==> src/vslp3_pkg.sv <==
`timescale 1ns / 1ps
`default_nettype none

package vslp3_pkg;

    localparam int SAMPLE_W  = 32;
    localparam int STAMP_W   = 64;
    localparam int WEIGHT_W  = 16;
    localparam int COUNT_W   = 31;
    localparam int TAU_W     = 40;
    localparam int DT_W      = 40;
    localparam int DEN_W     = DT_W + 1;
    localparam int ALPHA_W   = 16;
    localparam int AXES      = 3;
    localparam int AXIS_W    = 2;
    localparam int DIV_CNT_W = 4;
    localparam int DIV_STEPS = ALPHA_W;
    localparam int MUL_A_W   = SAMPLE_W + 1;
    localparam int MUL_B_W   = ALPHA_W + 1;
    localparam int PROD_W    = MUL_A_W + MUL_B_W;
    localparam int DT_FRAC   = 12;
    localparam int STEP_LIM  = 52;

    localparam logic [TAU_W-1:0]   TAU_RESET  = TAU_W'(159154943);
    localparam logic [DT_W-1:0]    DT_MAX     = '1;
    localparam logic [COUNT_W-1:0] COUNT_MAX  = '1;
    localparam logic signed [PROD_W-1:0] ROUND_HALF = PROD_W'(32768);

    localparam int  PADDR_W = 4;
    localparam int  PDATA_W = 64;
    localparam logic REG_TAU = 1'b0;

    typedef enum logic [3:0] {
        S_IDLE,
        S_STEP,
        S_WMUL_LO,
        S_WMUL_HI,
        S_DT,
        S_DIVGO,
        S_DIV,
        S_BMUL,
        S_BADD,
        S_DONE
    } t_state;

    typedef struct packed {
        logic busy;
        logic done;
    } t_div_stat;

endpackage

`default_nettype wire

==> src/vslp3_div.sv <==
`timescale 1ns / 1ps
`default_nettype none

module vslp3_div
    import vslp3_pkg::*;
(
    input  wire logic               i_clk,
    input  wire logic               i_rst_n,
    input  wire logic               i_start,
    input  wire logic [DT_W-1:0]    i_dividend,
    input  wire logic [DEN_W-1:0]   i_divisor,
    output t_div_stat               o_stat,
    output logic [ALPHA_W-1:0]      o_quotient
);

    logic                 r_busy;
    logic                 r_done;
    logic [DIV_CNT_W-1:0] r_count;
    logic [DEN_W-1:0]     r_rem;
    logic [DEN_W-1:0]     r_den;
    logic [ALPHA_W-1:0]   r_quo;
    logic [DEN_W:0]       n_twice;
    logic [DEN_W:0]       n_diff;
    logic                 n_ge;

    assign n_twice = {r_rem, 1'b0};
    assign n_diff  = n_twice - {1'b0, r_den};
    assign n_ge    = n_twice >= {1'b0, r_den};

    always_ff @(posedge i_clk) begin
        if (!i_rst_n) begin
            r_busy  <= 1'b0;
            r_done  <= 1'b0;
            r_count <= '0;
        end else begin
            r_done <= 1'b0;
            if (i_start) begin
                r_busy  <= 1'b1;
                r_count <= '0;
            end else if (r_busy) begin
                r_count <= r_count + 1'b1;
                if (r_count == DIV_CNT_W'(DIV_STEPS - 1)) begin
                    r_busy <= 1'b0;
                    r_done <= 1'b1;
                end
            end
        end
    end

    always_ff @(posedge i_clk) begin
        if (i_start) begin
            r_rem <= {1'b0, i_dividend};
            r_den <= i_divisor;
            r_quo <= '0;
        end else if (r_busy) begin
            r_rem <= n_ge ? n_diff[DEN_W-1:0] : n_twice[DEN_W-1:0];
            r_quo <= {r_quo[ALPHA_W-2:0], n_ge};
        end
    end

    assign o_stat.busy = r_busy;
    assign o_stat.done = r_done;
    assign o_quotient  = r_quo;

    a_rem_below_den: assert property (@(posedge i_clk) disable iff (!i_rst_n)
        r_busy |-> (r_rem < r_den))
        else $error("divider remainder not below divisor");

    a_done_ends_busy: assert property (@(posedge i_clk) disable iff (!i_rst_n)
        r_done |-> !r_busy)
        else $error("divider done while still busy");

    a_start_runs: assert property (@(posedge i_clk) disable iff (!i_rst_n)
        i_start |=> (r_busy && r_count == '0))
        else $error("divider did not start");

endmodule

`default_nettype wire

==> src/variable_step_lowpass_3axis_unit.sv <==
`timescale 1ns / 1ps
`default_nettype none

// Three-axis first-order low-pass filter with a variable time step. Each input transaction
// carries a Q16.16 sample vector, a nanosecond timestamp and a Q4.12 step weight, and yields
// one output transaction with the filtered vector and a saturating sample count. The first
// sample after reset is loaded directly; later samples use the gain dt / (tau + dt), where dt
// is the weighted timestamp difference. The first sample goes from the step state straight to
// the output stage; later samples also pass through the weight multiply, the divide and the
// axis blends. The next input transaction is accepted only once the previous one is done and
// the output register has room: one shared multiplier forms the step and the three axis
// updates over five passes, and the 16-bit gain comes from a radix-2 divider that produces
// one quotient bit per cycle. The input side is ready only while no transaction is in
// progress. The time constant is written through the APB port at address 0 and should only
// change while the block is idle; zero is treated as 1 ns.

module variable_step_lowpass_3axis_unit
    import vslp3_pkg::*;
(
    input  wire logic                       i_clk,
    input  wire logic                       i_rst_n,

    input  wire logic                       psel,
    input  wire logic                       penable,
    input  wire logic                       pwrite,
    input  wire logic [PADDR_W-1:0]         paddr,
    input  wire logic [PDATA_W-1:0]         pwdata,
    output logic [PDATA_W-1:0]              prdata,
    output logic                            pready,

    input  wire logic                       i_in_valid,
    output logic                            o_in_ready,
    input  wire logic signed [SAMPLE_W-1:0] i_sample_x,
    input  wire logic signed [SAMPLE_W-1:0] i_sample_y,
    input  wire logic signed [SAMPLE_W-1:0] i_sample_z,
    input  wire logic [STAMP_W-1:0]         i_stamp_ns,
    input  wire logic [WEIGHT_W-1:0]        i_weight,

    output logic                            o_out_valid,
    input  wire logic                       i_out_ready,
    output logic signed [SAMPLE_W-1:0]      o_filtered_x,
    output logic signed [SAMPLE_W-1:0]      o_filtered_y,
    output logic signed [SAMPLE_W-1:0]      o_filtered_z,
    output logic [COUNT_W-1:0]              o_sample_count
);

    t_state r_state;
    t_state n_state;

    logic [TAU_W-1:0]          r_tau;
    logic signed [SAMPLE_W-1:0] r_held [AXES];
    logic signed [SAMPLE_W-1:0] r_smp  [AXES];
    logic [STAMP_W-1:0]        r_prev_stamp;
    logic [STAMP_W-1:0]        r_stamp;
    logic [STAMP_W-1:0]        r_diff;
    logic [WEIGHT_W-1:0]       r_weight;
    logic [COUNT_W-1:0]        r_samples_seen;
    logic                      r_first;
    logic signed [PROD_W-1:0]  r_prod;
    logic [STEP_LIM-5:0]       r_prod_lo;
    logic [DT_W-1:0]           r_dt;
    logic [ALPHA_W-1:0]        r_alpha;
    logic [AXIS_W-1:0]         r_axis;
    logic                      r_out_valid;
    logic signed [SAMPLE_W-1:0] r_out_x;
    logic signed [SAMPLE_W-1:0] r_out_y;
    logic signed [SAMPLE_W-1:0] r_out_z;
    logic [COUNT_W-1:0]        r_out_count;

    logic                      cfg_wr;
    logic                      in_accept;
    logic                      div_start;
    logic                      out_load;
    logic                      last_axis;
    t_div_stat                 div_stat;
    logic [ALPHA_W-1:0]        div_quo;
    logic [TAU_W-1:0]          tau_eff;
    logic [DEN_W-1:0]          div_den;

    logic signed [MUL_A_W-1:0] mul_a;
    logic signed [MUL_B_W-1:0] mul_b;
    logic signed [PROD_W-1:0]  mul_p;
    logic [STAMP_W+4:0]        step_total;
    logic                      step_sat;
    logic [DT_W-1:0]           step_dt;
    logic signed [PROD_W-1:0]  blend_sum;
    logic signed [PROD_W-1:0]  blend_delta;

    // Configuration port.
    assign pready = 1'b1;
    assign cfg_wr = psel && penable && pwrite && pready && (paddr[3] == REG_TAU);

    always_comb begin
        prdata = '0;
        if (paddr[3] == REG_TAU) begin
            prdata = PDATA_W'(r_tau);
        end
    end

    always_ff @(posedge i_clk) begin
        if (!i_rst_n) begin
            r_tau <= TAU_RESET;
        end else if (cfg_wr) begin
            r_tau <= pwdata[TAU_W-1:0];
        end
    end

    // Sequencer: next state.
    always_comb begin
        n_state = r_state;
        unique case (r_state)
            S_IDLE: begin
                if (i_in_valid) begin
                    n_state = S_STEP;
                end
            end
            S_STEP: begin
                n_state = (r_samples_seen == '0) ? S_DONE : S_WMUL_LO;
            end
            S_WMUL_LO: n_state = S_WMUL_HI;
            S_WMUL_HI: n_state = S_DT;
            S_DT:      n_state = S_DIVGO;
            S_DIVGO:   n_state = S_DIV;
            S_DIV: begin
                if (div_stat.done) begin
                    n_state = S_BMUL;
                end
            end
            S_BMUL:    n_state = S_BADD;
            S_BADD: begin
                n_state = last_axis ? S_DONE : S_BMUL;
            end
            S_DONE: begin
                if (!r_out_valid || i_out_ready) begin
                    n_state = S_IDLE;
                end
            end
            default:   n_state = S_IDLE;
        endcase
    end

    // Sequencer: control outputs.
    always_comb begin
        o_in_ready = 1'b0;
        div_start  = 1'b0;
        out_load   = 1'b0;
        unique case (r_state)
            S_IDLE:  o_in_ready = 1'b1;
            S_DIVGO: div_start  = 1'b1;
            S_DONE:  out_load   = !r_out_valid || i_out_ready;
            default: begin
            end
        endcase
    end

    always_ff @(posedge i_clk) begin
        if (!i_rst_n) begin
            r_state <= S_IDLE;
        end else begin
            r_state <= n_state;
        end
    end

    assign in_accept = i_in_valid && o_in_ready;
    assign last_axis = (r_axis == AXIS_W'(AXES - 1));

    // Shared multiplier.
    always_comb begin
        mul_a = '0;
        mul_b = '0;
        case (r_state)
            S_WMUL_LO: begin
                mul_a = MUL_A_W'(r_diff[31:0]);
                mul_b = MUL_B_W'(r_weight);
            end
            S_WMUL_HI: begin
                mul_a = MUL_A_W'(r_diff[STEP_LIM-1:32]);
                mul_b = MUL_B_W'(r_weight);
            end
            S_BMUL: begin
                mul_a = {r_smp[r_axis][SAMPLE_W-1], r_smp[r_axis]}
                      - {r_held[r_axis][SAMPLE_W-1], r_held[r_axis]};
                mul_b = MUL_B_W'(r_alpha);
            end
            default: begin
            end
        endcase
    end

    assign mul_p = mul_a * mul_b;

    // Weighted step with saturation. A zero weight gives a zero step for any gap.
    assign step_total = {1'b0, r_prod[35:0], 32'd0} + (STAMP_W + 5)'(r_prod_lo);
    assign step_sat   = (r_weight != '0)
                     && ((r_diff[STAMP_W-1:STEP_LIM] != '0)
                     || (step_total[STAMP_W+4:STEP_LIM] != '0));
    assign step_dt    = step_sat ? DT_MAX : step_total[STEP_LIM-1:DT_FRAC];

    assign tau_eff = (r_tau == '0) ? TAU_W'(1) : r_tau;
    assign div_den = {1'b0, tau_eff} + {1'b0, r_dt};

    vslp3_div u_div (
        .i_clk      (i_clk),
        .i_rst_n    (i_rst_n),
        .i_start    (div_start),
        .i_dividend (r_dt),
        .i_divisor  (div_den),
        .o_stat     (div_stat),
        .o_quotient (div_quo)
    );

    assign blend_sum   = r_prod + ROUND_HALF;
    assign blend_delta = blend_sum >>> 16;

    // Datapath.
    always_ff @(posedge i_clk) begin
        if (!i_rst_n) begin
            r_held[0]      <= '0;
            r_held[1]      <= '0;
            r_held[2]      <= '0;
            r_prev_stamp   <= '0;
            r_samples_seen <= '0;
        end else begin
            case (r_state)
                S_STEP: begin
                    r_prev_stamp <= r_stamp;
                    if (r_samples_seen != COUNT_MAX) begin
                        r_samples_seen <= r_samples_seen + 1'b1;
                    end
                    if (r_samples_seen == '0) begin
                        r_held[0] <= r_smp[0];
                        r_held[1] <= r_smp[1];
                        r_held[2] <= r_smp[2];
                    end
                end
                S_BADD: begin
                    r_held[r_axis] <= r_held[r_axis] + blend_delta[SAMPLE_W-1:0];
                end
                default: begin
                end
            endcase
        end
    end

    always_ff @(posedge i_clk) begin
        if (in_accept) begin
            r_smp[0] <= i_sample_x;
            r_smp[1] <= i_sample_y;
            r_smp[2] <= i_sample_z;
            r_stamp  <= i_stamp_ns;
            r_weight <= i_weight;
        end
        case (r_state)
            S_STEP: begin
                r_diff  <= r_stamp - r_prev_stamp;
                r_first <= (r_samples_seen == '0);
            end
            S_WMUL_LO, S_BMUL: begin
                r_prod <= mul_p;
            end
            S_WMUL_HI: begin
                r_prod_lo <= r_prod[STEP_LIM-5:0];
                r_prod    <= mul_p;
            end
            S_DT: begin
                r_dt <= step_dt;
            end
            S_DIV: begin
                if (div_stat.done) begin
                    r_alpha <= div_quo;
                    r_axis  <= '0;
                end
            end
            S_BADD: begin
                r_axis <= r_axis + 1'b1;
            end
            default: begin
            end
        endcase
    end

    // Output register.
    always_ff @(posedge i_clk) begin
        if (!i_rst_n) begin
            r_out_valid <= 1'b0;
        end else if (out_load) begin
            r_out_valid <= 1'b1;
        end else if (i_out_ready) begin
            r_out_valid <= 1'b0;
        end
    end

    always_ff @(posedge i_clk) begin
        if (out_load) begin
            r_out_x     <= r_held[0];
            r_out_y     <= r_held[1];
            r_out_z     <= r_held[2];
            r_out_count <= r_samples_seen;
        end
    end

    assign o_out_valid    = r_out_valid;
    assign o_filtered_x   = r_out_x;
    assign o_filtered_y   = r_out_y;
    assign o_filtered_z   = r_out_z;
    assign o_sample_count = r_out_count;

    a_start_when_free: assert property (@(posedge i_clk) disable iff (!i_rst_n)
        div_start |-> !div_stat.busy)
        else $error("divider started while busy");

    a_first_skips_div: assert property (@(posedge i_clk) disable iff (!i_rst_n)
        (r_state == S_STEP && r_samples_seen == '0) |=> (r_state == S_DONE))
        else $error("first sample did not bypass the filter");

    a_count_sticks: assert property (@(posedge i_clk) disable iff (!i_rst_n)
        (r_samples_seen != '0) |=> (r_samples_seen != '0))
        else $error("sample count returned to zero");

    a_axis_range: assert property (@(posedge i_clk) disable iff (!i_rst_n)
        (r_state == S_BMUL || r_state == S_BADD) |-> (r_axis <= AXIS_W'(AXES - 1)))
        else $error("axis index out of range");

    a_first_alpha_unused: assert property (@(posedge i_clk) disable iff (!i_rst_n)
        (r_state == S_WMUL_LO) |-> !r_first)
        else $error("filter path taken for the first sample");

endmodule

`default_nettype wire
==> config.mk <==
export PLATFORM = sky130hd
export DESIGN_NAME = variable_step_lowpass_3axis_unit
export DESIGN_NICKNAME = d
export VERILOG_FILES = /design/src/vslp3_pkg.sv /design/src/vslp3_div.sv /design/src/variable_step_lowpass_3axis_unit.sv
export SDC_FILE = /design/constraint.sdc
export NUM_CORES = 2
export LEC_CHECK = 0
export BUFFER_PORTS_ARGS = -buffer_cell sky130_fd_sc_hd__buf_2
export CAP_MARGIN = 20
export CORE_UTILIZATION = 65
export DETAILED_ROUTE_END_ITERATION = 12
export GPL_ROUTABILITY_DRIVEN = 1
export GPL_TIMING_DRIVEN = 0
export PLACE_DENSITY = 0.85
export SLEW_MARGIN = 5
export SYNTH_ARGS = -nofsm -noshare
export SYNTH_HDL_FRONTEND = slang
export SYNTH_SLANG_ARGS = --single-unit
==> constraint.sdc <==
create_clock -name i_clk -period 27.2 [get_ports i_clk]
set_input_delay 1.36 -clock i_clk [delete_from_list [all_inputs] [get_ports i_clk]]
set_output_delay 1.36 -clock i_clk [all_outputs]
set_load 0.005 [all_outputs]
==> metrics.txt <==
outcome finished clean; Critical Path Max Stage Delay 1020 ps; Post-Synth Simple-Gate Area 0.1284; Mapped Area 0.06327 sq mm; Pwr Density 90.25 mW/mm^2; 1st-pass router iterations 8; worst-case clock skew 32.74 ps; Synth Area in Adders 0.2255; vias per cell 6.177; die area 0.09859 sq mm; area delta synth->final 11.55%; Max clock buf depth 3; Area contributors post-synth edfxtp_1 (34%), fa_1 (16%), ha_1 (6.8%); drt drc 0; Peak supply drop 0.00007689 V; vias in the first global route 50.20k; #FFs+latches synth 883; CTS tree built; Async SR Flop Fraction 0; Seq/Total Area, Yosys 0.3930; # Post-CTS Setup Buffers 0; Starting Density 0.6552; Remaining Overflow, GRT 0; core area 0.09657 sq mm; Vias 50.18k; final WL 195.3 mm; largest family of logic cells by synthesized area adder cells; port bufs 392; layout cells sized above 1 0.09906; H-Tree Depth 3; Worst Path Max Fanout 10; num rows 114; max cap viols 0; fmax 66.58 MHz; pin count of the biggest net entering global routing 72; Clk Latency, worst-skew pair 700 ps; Clock Pin Slew Worst Setup and Hold Paths 70 ps; PostCTS Resize Cnt 0; period utilization 0.5522; Yosys cell types 91; Top FF cell, synth edfxtp_1; post-DR wirelength/cell 24.04 um; post-synth top area cell edfxtp_1; CTS Buf Count 92; CP Data Required Time 27,550 ps; nets@finish 7,858; Most common cell on crit path fa_1; gr usage total 0.3962; Die X 314.0 um; min cycle time layout 15,020 ps; Initial DRC Count 5,249; Leakage 29.74 nW; mux contribution to synthesized area 0.02567; Synth top area share 0.3408; final hold violations 0; number of synthesized flops with an enable pin 718; GPL Wtd Cong 1.016; Worst EP arrival 15,370 ps; Sequential cell area 0.02486 sq mm; first-pass GRT wire length 291.2 mm; clk sink count 883; compound-cell area share of the yosys netlist 0.1190; Hold Buf Count CTS 0; setup TNS 0 ps; Critical Path End Type register; die height 314.0 um; Rel. slew slack 0.1282; Mapped Avg Cell Area 10.18 sq um; WS Path Type reg -> reg; Root Driver clkbuf_16; initial antenna violation count 7; Final Max Slew Viols 0; Critical Path Source Type register; antenna viol nets, final 0; Ports 445; Hold WC Path Type reg -> reg; Synth Area in XOR/XNOR 0.04056; RSZ-0062 raised after global routing no; Fillers 6,735; worst-margin pin slew 1308 ps; Multi-input gate area 0.03424 sq mm; DP Wirelength 154.1 mm; Worst path slowest cell o22ai_1; final setup fails 0; final worst hold slack 428.6 ps; Yosys Warn Count 0; Syn Inst Count 6,215
## sequential cells by signal, summed over array words and instances (netlist names), 36 cells and up, named ones only
register and flops:
r_held 128, r_smp 96, r_diff 64, r_prev_stamp 64
r_stamp 64, r_prod 48, u_div.r_den 41, u_div.r_rem 41
r_dt 40, r_tau 40, r_prod_lo 36
## power by group
part           internal (mW)  switching (mW)  total (mW)
Sequential              1.93           0.205        2.13
Combinational          0.983            1.96        2.94
Clock                  0.738           0.558        1.30
## final cells by class
cell class / count / share of cell area
clock inverter: 42 / 0.008244
inverter: 824 / 0.04382
clock buffer: 131 / 0.03556
sequential: 883 / 0.3523
tap: 1276 / 0.02262
antenna: 4 / 0.0001418
timing repair buffer: 433 / 0.03508
multi-input combinational: 4243 / 0.4852
buffer: 288 / 0.01704
## kinds of logic (layout without fill, tap and decap cells)
logic type,Yosys count,in the layout
other,2,29
AOI/OAI and AO/OA,1149,1149
xor gates and xnor gates,293,293
and+or+nand+nor,1812,1812
buffers and inverters,1112,1718
muxes,122,122
DFF,883,883
adders and majority gates,842,842
## worst max-delay path: cells and delay by family, from the launching register on
family                   cells  cell delay (ps)
AND/OR/NAND/NOR              2              370
adder cells (fa/ha/maj)      8             3970
AO/OA/AOI/OAI               17             6410
buffers and inverters        7             2930
XOR/XNOR                     2              490
multiplexers                 1              160
flip-flops                   1              310
## cells in the mapped netlist (all sizes together) (7+ instances only)
cell type	number
nor2b	96
nand2b	70
a21boi	14
nor3b	9
o2111ai	9
nand4	45
buf	44
a22o	93
a211o	12
fa	497
and4	10
edfxtp	718
mux2i	88
o41ai	7
a21o	151
a22oi	25
a2111oi	10
o21bai	45
nor2	456
o31a	7
and2	33
inv	823
a31oi	21
xor2	110
o31ai	15
or2	13
dfxtp	165
xnor2	183
nand3	104
nor3	61
ha	345
nor4	35
clkbuf	244
and3	55
o22ai	9
a21oi	361
or3	26
a211oi	22
o211ai	17
o21ai	205
o21a	72
mux4	32
nand2	780
## worst paths after layout
kind | start | end | slack (ps) | cells after the start
worst max-delay path | register | r_prod[47]$_DFFE_PN_ | 12180 | 37
worst min-delay path | u_div.o_quotient[15]$_SDFFE_PP0P_ | r_alpha[15]$_DFFE_PP_ | 430 | 0
worst max register to register | register | r_prod[47]$_DFFE_PN_ | 12180 | 37
worst min register to register | u_div.o_quotient[15]$_SDFFE_PP0P_ | r_alpha[15]$_DFFE_PP_ | 430 | 0
## cell usage in the layout, fill, tap and decap left out, drive strengths merged, types with 165 or more instances in the layout
| cell | netlist | layout |
|---|---|---|
| fa | 497 | 497 |
| nor2 | 456 | 456 |
| nand2 | 780 | 780 |
| dfxtp | 165 | 165 |
| buf | 44 | 476 |
| a21oi | 361 | 361 |
| xnor2 | 183 | 183 |
| clkbuf | 244 | 376 |
| o21ai | 205 | 205 |
| ha | 345 | 345 |
| edfxtp | 718 | 718 |
| inv | 823 | 827 |
## layer usage
layer	vias to the layer above	wire length, um	track usage	part of all wire
met5	-	14	0	0.000072
li1	22105	-	-	-
met3	862	19930	0.08880	0.10
met4	2	15300	0.2681	0.078
met2	3087	92530	0.6570	0.47
met1	24126	67520	0.4614	0.35
## through the flow
stage            util  instances  cell area [sq um]  worst slack [ps]  power (mW)
2_1_floorplan       -       6238              63360             16450       3.974
3_3_place_gp   0.6929       7906              66910             12270       4.888
3_5_place_dp   0.6984       7942              67440             12560       4.954
4_1_cts        0.7304       8115              70530             12550       6.260
5_1_grt        0.7308       8122              70570             11930       6.598
6_report       0.7309       8124              70580             12180       6.370
No activity file was read; power rests on OpenSTA's default activity.
